## src/sv/rlpf_pkg.sv

```systemverilog
`timescale 1ns / 1ps
// rlpf_pkg: shared types and constants of the rgb led pulse fader
// no dependencies

package rlpf_pkg;

    localparam int LVL_W  = 8;
    localparam int FADE_W = 15;
    localparam int CYC_W  = 16;
    localparam int NUM_CH = 3;
    localparam int CFG_IDX_W  = 3;
    localparam int CFG_DATA_W = 16;

    typedef logic [LVL_W-1:0] t_level;
    // channel 0 red, 1 green, 2 blue
    typedef logic [NUM_CH-1:0][LVL_W-1:0] t_rgb;

    typedef logic [1:0] t_mode;
    localparam t_mode MODE_OFF   = 2'd0;
    localparam t_mode MODE_SOLID = 2'd1;
    localparam t_mode MODE_PULSE = 2'd2;

    localparam logic [CFG_IDX_W-1:0] REG_MODE  = 3'd0;
    localparam logic [CFG_IDX_W-1:0] REG_RED   = 3'd1;
    localparam logic [CFG_IDX_W-1:0] REG_GREEN = 3'd2;
    localparam logic [CFG_IDX_W-1:0] REG_BLUE  = 3'd3;
    localparam logic [CFG_IDX_W-1:0] REG_CYCLE = 3'd4;
    localparam logic [CFG_IDX_W-1:0] REG_FADE  = 3'd5;

    localparam logic [CYC_W-1:0]  CYCLE_RST = 16'd1000;
    localparam logic [FADE_W-1:0] FADE_RST  = 15'd150;

    // scaler handshake toward the control
    typedef struct packed {
        logic              start;
        t_rgb              level;
        logic [FADE_W-1:0] num;
        logic [FADE_W-1:0] den;
    } t_scale_req;

    typedef struct packed {
        logic done;
        t_rgb quot;
    } t_scale_rsp;

endpackage

```

## src/sv/rlpf_scaler.sv

```systemverilog
`timescale 1ns / 1ps
// rlpf_scaler: three lanes of floor(level * num / den), bit serial
// shift-add multiply over level bits, then restoring division; uses rlpf_pkg

module rlpf_scaler (
    input  logic                i_clk,
    input  logic                i_rst_n,
    input  rlpf_pkg::t_scale_req i_req,
    output rlpf_pkg::t_scale_rsp o_rsp
);
    import rlpf_pkg::*;

    localparam int ACC_W = LVL_W + FADE_W;
    localparam int CNT_W = $clog2(2 * LVL_W);

    logic                 r_busy;
    logic                 r_done;
    logic [CNT_W-1:0]     r_cnt;
    logic [FADE_W-1:0]    r_num;
    logic [FADE_W-1:0]    r_den;
    logic [LVL_W-1:0]     r_lvl [NUM_CH];
    logic [ACC_W-1:0]     r_acc [NUM_CH];
    logic [ACC_W-1:0]     n_acc [NUM_CH];

    // first half multiplies, second half divides
    logic w_div_phase;
    assign w_div_phase = r_cnt[CNT_W-1];

    always_comb begin
        for (int c = 0; c < NUM_CH; c++) begin
            logic [FADE_W:0] t;
            logic [FADE_W:0] d;
            t = {r_acc[c][ACC_W-1:LVL_W], r_acc[c][LVL_W-1]};
            d = t - {1'b0, r_den};
            if (!w_div_phase) begin
                n_acc[c] = {r_acc[c][ACC_W-2:0], 1'b0}
                         + (r_lvl[c][LVL_W-1] ? ACC_W'(r_num) : '0);
            end else if (t >= {1'b0, r_den}) begin
                n_acc[c] = {d[FADE_W-1:0], r_acc[c][LVL_W-2:0], 1'b1};
            end else begin
                n_acc[c] = {t[FADE_W-1:0], r_acc[c][LVL_W-2:0], 1'b0};
            end
        end
    end

    always_ff @(posedge i_clk) begin
        if (!i_rst_n) begin
            r_busy <= 1'b0;
            r_done <= 1'b0;
            r_cnt  <= '0;
        end else begin
            r_done <= 1'b0;
            if (i_req.start) begin
                r_busy <= 1'b1;
                r_cnt  <= '0;
            end else if (r_busy) begin
                r_cnt <= r_cnt + 1'b1;
                if (r_cnt == CNT_W'(2 * LVL_W - 1)) begin
                    r_busy <= 1'b0;
                    r_done <= 1'b1;
                end
            end
        end
    end

    always_ff @(posedge i_clk) begin
        if (i_req.start) begin
            r_num <= i_req.num;
            r_den <= i_req.den;
            for (int c = 0; c < NUM_CH; c++) begin
                r_lvl[c] <= i_req.level[c];
                r_acc[c] <= '0;
            end
        end else if (r_busy) begin
            for (int c = 0; c < NUM_CH; c++) begin
                r_lvl[c] <= {r_lvl[c][LVL_W-2:0], 1'b0};
                r_acc[c] <= n_acc[c];
            end
        end
    end

    always_comb begin
        o_rsp.done = r_done;
        for (int c = 0; c < NUM_CH; c++) begin
            o_rsp.quot[c] = r_acc[c][LVL_W-1:0];
        end
    end

endmodule

```

## src/sv/rgb_led_pulse_fader.sv

```systemverilog
`timescale 1ns / 1ps
// rgb_led_pulse_fader: off, solid or breathing drive of one rgb led
// uses rlpf_pkg and rlpf_scaler
//
// channels: s_axis carries one time step per transfer (tdata step_ms, tuser restart),
// m_axis returns one pixel per step (tdata red, green, blue, tuser rising_phase),
// the cfg channel writes the six registers by index (always ready).
// without scaling (off, solid, hold, zero fade) a step is registered as a
// result and then moved to the output register; while fading the bit-serial
// scaler runs first: 8 multiply steps and 8 divide steps shared by the three
// color lanes. one step is in work at a time: s_axis_tready rises again
// as soon as the result is moved to the output register, so a new step is
// taken while the previous pixel still waits on m_axis.
// a stalled receiver holds the output register; a finished result then waits
// in the block and no further step is taken until the register frees up.
// reset: mode off, levels 0, cycle 1000 ms, fade 150 ms, fade-in phase,
// elapsed time zero, no output pending.

module rgb_led_pulse_fader #(
    parameter int TIME_BITS = 16
) (
    input  logic                              i_clk,
    input  logic                              i_rst_n,
    input  logic                              s_axis_tvalid,
    output logic                              s_axis_tready,
    input  logic [7:0]                        s_axis_tdata,  // step_ms[7:0]
    input  logic [0:0]                        s_axis_tuser,  // restart[0]
    output logic                              m_axis_tvalid,
    input  logic                              m_axis_tready,
    output logic [23:0]                       m_axis_tdata,  // red[7:0] green[15:8] blue[23:16]
    output logic [0:0]                        m_axis_tuser,  // rising_phase[0]
    input  logic                              i_cfg_valid,
    output logic                              o_cfg_ready,
    input  logic [rlpf_pkg::CFG_IDX_W-1:0]    i_cfg_index,
    input  logic [rlpf_pkg::CFG_DATA_W-1:0]   i_cfg_data
);
    import rlpf_pkg::*;

    localparam int CW = (TIME_BITS > FADE_W) ? TIME_BITS : FADE_W;

    typedef enum logic [1:0] {ST_IDLE, ST_SCALE, ST_PEND} t_state;

    t_mode             r_mode;
    t_rgb              r_level;
    logic [CYC_W-1:0]  r_cycle;
    logic [FADE_W-1:0] r_fade;

    t_state                r_state,   n_state;
    logic                  r_fading,  n_fading;
    logic [TIME_BITS-1:0]  r_elapsed, n_elapsed;
    t_rgb                  r_res,     n_res;
    logic                  r_rising,  n_rising;
    logic                  r_out_valid, n_out_valid;
    t_rgb                  r_out,     n_out;
    logic                  r_out_rising, n_out_rising;

    t_scale_req w_req;
    t_scale_rsp w_rsp;
    t_scale_req w_req_start;
    logic       w_start;

    logic [FADE_W-1:0]    w_half;
    logic [FADE_W-1:0]    w_fade;
    logic [TIME_BITS:0]   w_sum;
    logic [TIME_BITS-1:0] w_enew;
    logic [CW-1:0]        w_eext;
    logic                 w_phase;
    logic                 w_in_fade;

    // config registers
    assign o_cfg_ready = 1'b1;

    always_ff @(posedge i_clk) begin
        if (!i_rst_n) begin
            r_mode  <= MODE_OFF;
            r_level <= '0;
            r_cycle <= CYCLE_RST;
            r_fade  <= FADE_RST;
        end else if (i_cfg_valid) begin
            unique case (i_cfg_index)
                REG_MODE:  r_mode     <= i_cfg_data[1:0];
                REG_RED:   r_level[0] <= i_cfg_data[LVL_W-1:0];
                REG_GREEN: r_level[1] <= i_cfg_data[LVL_W-1:0];
                REG_BLUE:  r_level[2] <= i_cfg_data[LVL_W-1:0];
                REG_CYCLE: r_cycle    <= i_cfg_data[CYC_W-1:0];
                REG_FADE:  r_fade     <= i_cfg_data[FADE_W-1:0];
                default: ;
            endcase
        end
    end

    // step arithmetic
    assign w_half    = r_cycle[CYC_W-1:1];
    assign w_fade    = (r_fade < w_half) ? r_fade : w_half;
    assign w_sum     = {1'b0, r_elapsed} + (TIME_BITS+1)'(s_axis_tdata);
    assign w_enew    = s_axis_tuser[0] ? '0 :
                       (w_sum[TIME_BITS] ? '1 : w_sum[TIME_BITS-1:0]);
    assign w_eext    = CW'(w_enew);
    assign w_phase   = s_axis_tuser[0] | r_fading;
    assign w_in_fade = w_eext < CW'(w_fade);

    always_comb begin
        w_req.start = 1'b0;
        w_req.level = r_level;
        w_req.den   = w_fade;
        w_req.num   = w_phase ? w_eext[FADE_W-1:0] : w_fade - w_eext[FADE_W-1:0];
    end

    always_comb begin
        w_req_start       = w_req;
        w_req_start.start = w_start;
    end

    rlpf_scaler u_scaler (
        .i_clk   (i_clk),
        .i_rst_n (i_rst_n),
        .i_req   (w_req_start),
        .o_rsp   (w_rsp)
    );

    // control
    always_comb begin
        n_state      = r_state;
        n_fading     = r_fading;
        n_elapsed    = r_elapsed;
        n_res        = r_res;
        n_rising     = r_rising;
        n_out_valid  = r_out_valid;
        n_out        = r_out;
        n_out_rising = r_out_rising;
        w_start      = 1'b0;

        if (r_out_valid && m_axis_tready) begin
            n_out_valid = 1'b0;
        end

        unique case (r_state)
            ST_IDLE: begin
                if (s_axis_tvalid) begin
                    n_rising  = 1'b1;
                    n_res     = '0;
                    n_fading  = 1'b1;
                    n_elapsed = '0;
                    n_state   = ST_PEND;
                    unique case (r_mode)
                        MODE_SOLID: begin
                            n_res = r_level;
                        end
                        MODE_PULSE: begin
                            n_rising  = w_phase;
                            n_fading  = w_phase;
                            n_elapsed = w_enew;
                            if (w_in_fade) begin
                                w_start = 1'b1;
                                n_state = ST_SCALE;
                            end else begin
                                if (w_phase) begin
                                    n_res = r_level;
                                end
                                if (w_eext >= CW'(w_half)) begin
                                    n_fading  = !w_phase;
                                    n_elapsed = '0;
                                end
                            end
                        end
                        default: ;
                    endcase
                end
            end
            ST_SCALE: begin
                if (w_rsp.done) begin
                    n_res   = w_rsp.quot;
                    n_state = ST_PEND;
                end
            end
            ST_PEND: begin
                if (!r_out_valid || m_axis_tready) begin
                    n_out        = r_res;
                    n_out_rising = r_rising;
                    n_out_valid  = 1'b1;
                    n_state      = ST_IDLE;
                end
            end
            default: n_state = ST_IDLE;
        endcase
    end

    always_ff @(posedge i_clk) begin
        if (!i_rst_n) begin
            r_state     <= ST_IDLE;
            r_fading    <= 1'b1;
            r_elapsed   <= '0;
            r_out_valid <= 1'b0;
        end else begin
            r_state     <= n_state;
            r_fading    <= n_fading;
            r_elapsed   <= n_elapsed;
            r_out_valid <= n_out_valid;
        end
        r_res        <= n_res;
        r_rising     <= n_rising;
        r_out        <= n_out;
        r_out_rising <= n_out_rising;
    end

    assign s_axis_tready   = (r_state == ST_IDLE);
    assign m_axis_tvalid   = r_out_valid;
    assign m_axis_tdata    = r_out;
    assign m_axis_tuser[0] = r_out_rising;

endmodule
```

## config.mk

```make
export PLATFORM = sky130hd
export DESIGN_NAME = rgb_led_pulse_fader
export DESIGN_NICKNAME = d
export VERILOG_FILES = /design/src/sv/rlpf_pkg.sv /design/src/sv/rlpf_scaler.sv /design/src/sv/rgb_led_pulse_fader.sv
export SDC_FILE = /design/constraint.sdc
export NUM_CORES = 1
export LEC_CHECK = 0
export CORE_ASPECT_RATIO = 0.75
export CORE_MARGIN = 2
export CORE_UTILIZATION = 70
export DETAILED_ROUTE_END_ITERATION = 10
export DONT_BUFFER_PORTS = 1
export GPL_TIMING_DRIVEN = 0
export HOLD_SLACK_MARGIN = 0.12
export PLACE_DENSITY = 0.88
export SLEW_MARGIN = 20
export SYNTH_ARGS = -nofsm -noshare
export SYNTH_HDL_FRONTEND = slang
export SYNTH_HIERARCHICAL = 1
export SYNTH_SLANG_ARGS = --single-unit
```

## constraint.sdc

```tcl
create_clock -name i_clk -period 18.8 [get_ports i_clk]
set_input_delay 3.76 -clock i_clk [delete_from_list [all_inputs] [get_ports i_clk]]
set_output_delay 3.76 -clock i_clk [all_outputs]
set_load 0.01 [all_outputs]
```

==> qor.csv, run 1 <==
metric,value,unit
status,finished clean,
total grt overflow,0,
Final Hold Viols,0,
Final setup violation count,0,
full die area,26900,um2
critical path peak fanout,31,
Reg2Reg Depth,22,
WL final,52200,um
Avg Inst Size Synth,9.10,um2
gr busiest metal,met2,
RSZ-0062 raised after global routing,false,
Pleak,7.62,nW
initial antenna violation count,0,
largest net degree at the start of global routing,47,
crit path DAT,10.53,ns
min Tclk post-route,10.26,ns
hold path cells,0,
PostCTS Resize Cnt,0,
met3 Track Usage GR,0.0759,
Post-CTS Hold Fix Bufs,0,
Detail Route Antenna Nets,0,
final setup margin,8.54,ns
Clock Skew,0.0202,ns
Skew-Pair Late Insertion Delay,0.56,ns
# IOs,61,
Row Count,50,
dpl ws,8.32,ns
fmax,97.5,MHz
max cap viols,0,
final worst-path cycle share,0.546,
Reg area,6840,um2
Reg-to-Reg End,u_scaler/r_acc[0][59]$_SDFFCE_PN0P_,
# nets final,2192,
"Clk pin slew, worst setup/hold paths",0.07,ns
Pwr Density,64.2,nW/um2
DRC viols,0,
Crit. End Element,register,
Initial Util,0.716,
Max Slew Vio Count,0,
synthesis-to-finish area growth,7.21,%
HP Start,r_res[12]$_DFFE_PP_,
Num Clock Sinks,255,
Worst Hold Class,reg -> reg,
Mapped Area,17900,um2
Total GRT Usage,0.384,
CTS tree,yes,
met1 Resource Use GR,0.523,
clock buffer depth,3,
initial DRC count,1892,
gpl congestion,0.954,
Cells after Synth,1968,
FF-to-FF setup slack,11.31,ns
# fillers,1737,
"Req. time, crit path",19.07,ns
DR WL/cell,22.2,um
number of synthesized register bits,255,
Post-synth top flop,edfxtp_1,
fraction of layout cells with a size suffix above 1,0.0645,
vias post-DR,15900,
vias in the first global route,15300,
area of the multi-input gates,10100,um2
routed vias/inst,6.77,
DIE HEIGHT,143,um
post-CTS setup buffer count,0,
port buffer count,0,
detailed placement HPWL,38400,um
sequential-to-total area share from yosys stat,0.382,
Yosys cell types,92,
number of flops mapped to enable cells by yosys,173,
CTS Root Cell,clkbuf_16,
first-pass GRT wire length,80600,um
H-tree depth,1,
max_slew headroom,0.261,
worst vdd ir,78.3,uV
syn nets,2162,
nature of the critical path startpoint,input port,
Worst Hold End,m_axis_tdata[12]$_DFFE_PP_,
FF-to-FF Start,r_cycle[15]$_SDFFE_PN0P_,
Async SR Flop Fraction,0,
met2 Resource Use GR,0.601,
setup_tns,0,ns
width of the die,189,um
core area,25000,um2
TritonCTS buffer count,25,
critical path type,in -> reg,
antenna diode count,0,
Slew @ Worst Pin,1.11,ns
synth warn,6,
Initial DRT Pass Iterations,6,
[layout by cell type (no fill, tap or decap), types with 34 or more instances in the layout]
| cell | synthesis | layout |
|---|---|---|
| edfxtp_1 | 173 | 173 |
| ha_1 | 153 | 153 |
| and2_1 | 58 | 58 |
| inv_1 | 108 | 108 |
| a211oi_1 | 36 | 36 |
| nor3_1 | 40 | 40 |
| xnor2_1 | 61 | 61 |
| clkbuf_1 | 56 | 60 |
| nor2_1 | 114 | 112 |
| nand2_1 | 273 | 273 |
| a21oi_1 | 155 | 155 |
| nand3_1 | 47 | 47 |
| xor2_1 | 34 | 34 |
| dfxtp_1 | 82 | 82 |
| mux2i_1 | 52 | 52 |
| o21ai_0 | 82 | 82 |
[through the flow]
stage / utilization / power, mW / cells / area, um2 / hold WS (ns)
3_5_place_dp: 0.736 / 0.743 / 2309 / 18400 / 0.405
3_3_place_gp: 0.732 / 0.737 / 2306 / 18300 / 0.401
2_1_floorplan: - / 0.713 / 1968 / 17900 / 0.400
6_report: 0.767 / 1.23 / 2355 / 19200 / 0.418
4_1_cts: 0.767 / 1.23 / 2355 / 19200 / 0.420
5_1_grt: 0.767 / 1.26 / 2355 / 19200 / 0.438
[cell families (layout without fill, tap and decap cells)]
family,Yosys count,after routing,share of synthesized area
xor gates and xnor gates,95,95,0.0465
other,1,1,0.000209
muxes,56,56,0.0316
buffers and inverters,208,257,0.0526
DFF,255,255,0.382
and+or+nand+nor,658,658,0.173
AOI/OAI and AO/OA,534,534,0.198
adders and majority gates,161,161,0.116
[flip-flops by register name, summed over array words and instances, names as in the netlist, 16 cells and up]
| register | count |
|---|---|
| m_axis_tdata | 24 |
| r_elapsed | 16 |
| r_level | 24 |
| r_res | 24 |
| u_scaler/r_acc | 69 |
| u_scaler/r_lvl | 24 |
[cell type report]
cell class / instances / share of cell area
Multi-Input combinational cell: 1505 / 0.529
Sequential cell: 255 / 0.356
Clock buffer: 33 / 0.0362
Buffer: 100 / 0.0280
Tap cell: 338 / 0.0220
Inverter: 108 / 0.0211
Clock inverter: 13 / 0.00450
Timing Repair Buffer: 3 / 0.00352
[synth_stat cells, drive strengths merged (37+ instances only)]
cell | count | area share
a211oi | 37 | 0.016
dfxtp | 82 | 0.092
clkbuf | 56 | 0.012
buf | 44 | 0.018
nand3 | 49 | 0.014
ha | 153 | 0.11
xnor2 | 61 | 0.030
inv | 108 | 0.023
o21ai | 105 | 0.030
edfxtp | 173 | 0.29
nor2 | 115 | 0.024
nor3 | 41 | 0.012
a21oi | 156 | 0.044
nand2 | 277 | 0.059
mux2i | 52 | 0.029
and2 | 58 | 0.020
[how the worst max path moves through the flow]
stage	from	endpoint	slack [ns]	depth (start not counted)
after floorplan	s_axis_tdata[0]	u_scaler/r_acc[0][0]$_SDFFCE_PN0P_	8.73	21
after global placement	s_axis_tdata[0]	u_scaler/r_lvl[0][21]$_DFFE_PP_	6.98	19
after detailed placement	s_axis_tdata[0]	u_scaler/r_acc[0][59]$_SDFFCE_PN0P_	8.32	24
after CTS	s_axis_tdata[0]	u_scaler/r_acc[0][54]$_SDFFCE_PN0P_	8.82	24
after global routing	s_axis_tdata[0]	u_scaler/r_acc[0][59]$_SDFFCE_PN0P_	8.33	24
final	s_axis_tdata[0]	u_scaler/r_acc[0][59]$_SDFFCE_PN0P_	8.54	24
[layer usage]
metal	vias up	routed length, um
met5	-	0
met4	0	1990
met3	146	6050
met2	1006	23300
met1	7576	20800
li1	7219	-
[critical path, cell delays in order]
cell and delay, ns:
ha_1 0.20, fa_1 0.41, a21oi_1 0.19, nand3b_1 0.17, a41oi_1 0.15, nor2_2 0.31
nor2_1 0.20, o21ai_0 0.55, inv_1 0.23, ha_1 0.34, clkbuf_1 0.19, a21o_1 0.21
a21oi_1 0.16, nor2b_1 0.08, o21ai_0 0.20, o211a_1 0.24, o211ai_2 0.21, nor2_4 0.26
buf_12 0.22, nand2b_1 0.13, clkbuf_1 0.59, clkbuf_1 0.73, buf_1 0.64, a21oi_1 0.10
[report_power, final]
| part | internal [mW] | total, mW | switching, mW | leakage, nW |
|---|---|---|---|---|
| clock network | 0.264 | 0.496 | 0.233 | 0.388 |
| logic | 0.0437 | 0.118 | 0.0747 | 4.93 |
| registers | 0.609 | 0.617 | 0.00870 | 2.31 |
| total | 0.916 | 1.23 | 0.316 | 7.62 |
Power figures use the tool's default switching activity.
==> inputs of run 2 (changes only) <==
--- a/config.mk
+++ b/config.mk
@@ -7,12 +7,12 @@
 export LEC_CHECK = 0
 export CORE_ASPECT_RATIO = 0.75
 export CORE_MARGIN = 2
-export CORE_UTILIZATION = 70
+export CORE_UTILIZATION = 65
 export DETAILED_ROUTE_END_ITERATION = 10
 export DONT_BUFFER_PORTS = 1
 export GPL_TIMING_DRIVEN = 0
 export HOLD_SLACK_MARGIN = 0.12
-export PLACE_DENSITY = 0.88
+export PLACE_DENSITY = 0.83
 export SLEW_MARGIN = 20
 export SYNTH_ARGS = -nofsm -noshare
 export SYNTH_HDL_FRONTEND = slang
==> constraint.sdc (replaced) <==
create_clock -name i_clk -period 9.54 [get_ports i_clk]
set_input_delay 1.908 -clock i_clk [delete_from_list [all_inputs] [get_ports i_clk]]
set_output_delay 1.908 -clock i_clk [all_outputs]
set_load 0.01 [all_outputs]
==> qor.csv, run 2 (synthesis gave the netlist of run 1 again) <==
metric,value,unit,change
status,finished clean,,
"delay-heaviest family, CP",buffers and inverters,,
Slew @ Worst Pin,1.07,ns,-0.0367 ns
# IOs,61,,unchanged
Total GRT Usage,0.340,,-0.0436
clock buffer depth,3,,unchanged
Placed Cells,2321,,+0.52%
full die area,28900,um2,+7.5%
fmax,119,MHz,
initial DRC count,1505,,-20%
DIE HEIGHT,148,um,+3.7%
max_slew headroom,0.286,,+0.0245
DR WL/cell,21.1,um,-5.0%
Area after DPL,18400,um2,about the same
max incr delay on CP,0.73,ns,about the same
final worst-path cycle share,0.878,,
nature of the critical path startpoint,input port,,
min Tclk post-route,8.37,ns,
port buffer count,0,,unchanged
DRC viols,0,,unchanged
TritonCTS buffer count,26,,+4.0%
Initial Util,0.663,,-0.0524
largest net degree at the start of global routing,49,,+4.3%
Detail Route Antenna Nets,0,,unchanged
# nets final,2192,,unchanged
"Req. time, crit path",9.80,ns,-9.27 ns
Final setup violation count,0,,unchanged
max cap viols,0,,unchanged
Clock Skew,0.0164,ns,-0.00380 ns
max reg flops,69,,unchanged
detailed placement HPWL,37800,um,-1.8%
first-pass GRT wire length,77200,um,-4.2%
non-filler instance count after layout,2369,,+0.59%
WP buf/inv,6,,unchanged
gpl congestion,0.993,,+4.1%
routed vias/inst,6.49,,-4.1%
Pwr Density,129,nW/um2,+100%
"commonest non-fill, non-tap cell in the layout",nand2_1,,
final instance area,19300,um2,+0.47%
"Clk pin slew, worst setup/hold paths",0.06,ns,about the same
core area,27000,um2,+7.9%
vias post-DR,15400,,-3.5%
antenna diode count,0,,unchanged
Min Hold Slack,0.417,ns,-0.000444 ns
width of the die,196,um,+3.7%
synthesis-to-finish area growth,7.71,%,
WL final,49900,um,-4.5%
# fillers,2009,,+16%
crit path DAT,8.63,ns,-1.90 ns
Worst Hold Class,reg -> reg,,
Top reg by flops,u_scaler/r_acc,,
Num Clock Sinks,255,,unchanged
worst vdd ir,124,uV,+59%
CP Cell Sequence,ha_1 -> fa_1 -> a21oi_1 -> nand3b_1 -> a41oi_1 -> nor2_2 -> nor2_1 -> o21ai_0 -> inv_1 -> ha_1 -> clkbuf_1 -> a21o_1 -> a21oi_1 -> nor2b_1 -> o21ai_0 -> o211a_1 -> o211ai_2 -> nor2_4 -> buf_12 -> nand2b_1 -> clkbuf_1 -> clkbuf_1 -> buf_1 -> a21oi_1,,
fraction of layout cells with a size suffix above 1,0.0644,,about the same
Pleak,7.66,nW,+0.51%
Row Count,52,,+4.0%
CTS Root Cell,clkbuf_16,,
PostCTS Resize Cnt,0,,unchanged
Post-CTS Hold Fix Bufs,0,,unchanged
critical path type,in -> reg,,
Crit. End Element,register,,
Initial DRT Pass Iterations,6,,unchanged
"commonest non-fill, non-tap cells in the layout","273 x nand2_1, 173 x edfxtp_1, 155 x a21oi_1",,
post-CTS setup buffer count,0,,unchanged
Max Slew Vio Count,0,,unchanged
H-tree depth,1,,unchanged
Final Hold Viols,0,,unchanged
vias in the first global route,14500,,-5.2%
total grt overflow,0,,unchanged
crit path max-delay cell type,clkbuf_1,,
critical path peak fanout,31,,unchanged
RSZ-0062 raised after global routing,false,,
CTS tree,yes,,
Skew-Pair Late Insertion Delay,0.55,ns,about the same
initial antenna violation count,0,,unchanged
-- run 2: where the power goes --
part           switching, mW  total, mW  leakage [nW]  internal, mW
sequential            0.0166       1.22          2.31          1.20
combinational          0.143      0.228          4.92        0.0851
clock                  0.448       1.04         0.433         0.588
total                  0.608       2.48          7.66          1.87
-- run 2: path summary, 6_finish.rpt --
| path | cells after the start | startpoint | end | slack (ns) |
|---|---|---|---|---|
| min | 0 | r_res[8]$_DFFE_PP_ | m_axis_tdata[8]$_DFFE_PP_ | 0.42 |
| min reg2reg | 0 | r_res[8]$_DFFE_PP_ | m_axis_tdata[8]$_DFFE_PP_ | 0.42 |
| max | 24 | s_axis_tdata[0] | u_scaler/r_acc[0][56]$_SDFFCE_PN0P_ | 1.17 |
| max reg2reg | 24 | r_elapsed[0]$_SDFFE_PN0P_ | u_scaler/r_acc[0][56]$_SDFFCE_PN0P_ | 2.21 |
-- run 2: per-layer routing --
metal / share of wire / track usage / routed length (um) / up-vias
li1: - / - / - / 7229
met1: 0.42 / 0.476 / 21000 / 7280
met2: 0.44 / 0.530 / 21800 / 762
met3: 0.11 / 0.0696 / 5340 / 113
met4: 0.035 / 0.118 / 1770 / 0
met5: 0 / 0 / 0 / -
-- run 2: stage by stage --
stage,TNS [ns],power (mW),utilization,setup slack [ns]
final,0,2.48,0.714,1.17
after global routing,0,2.55,0.714,0.939
after CTS,0,2.48,0.714,1.50
after detailed placement,0,1.46,0.682,0.990
after global placement,-40.16,1.45,0.679,-0.371
after floorplan,0,1.41,-,1.32
-- run 2: cell type report --
type	instances	area, um2	area share
buffer	100	537	0.0278
clock buffer	37	796	0.0413
clock inverter	11	81.3	0.00422
inverter	108	405	0.0210
multi-input combinational	1505	10100	0.526
sequential	255	6840	0.354
tap	351	439	0.0228
timing repair buffer	2	47.5	0.00247
-- run 2: worst reg2reg max path, stage by stage (launching register included) --
cell and delay [ns]:
dfxtp_1 0.31, ha_1 0.20, fa_1 0.42, a21oi_1 0.19, nand3b_1 0.20, a41oi_1 0.17
nor2_2 0.30, nor2_1 0.18, o21ai_0 0.63, inv_1 0.21, ha_1 0.32, clkbuf_1 0.19
a21o_1 0.22, a21oi_1 0.19, nor2b_1 0.09, o21ai_0 0.18, o211a_1 0.22, o211ai_2 0.20
nor2_4 0.25, buf_12 0.22, nand2b_1 0.14, clkbuf_1 0.51, clkbuf_1 0.73, buf_1 0.67
a21oi_1 0.11
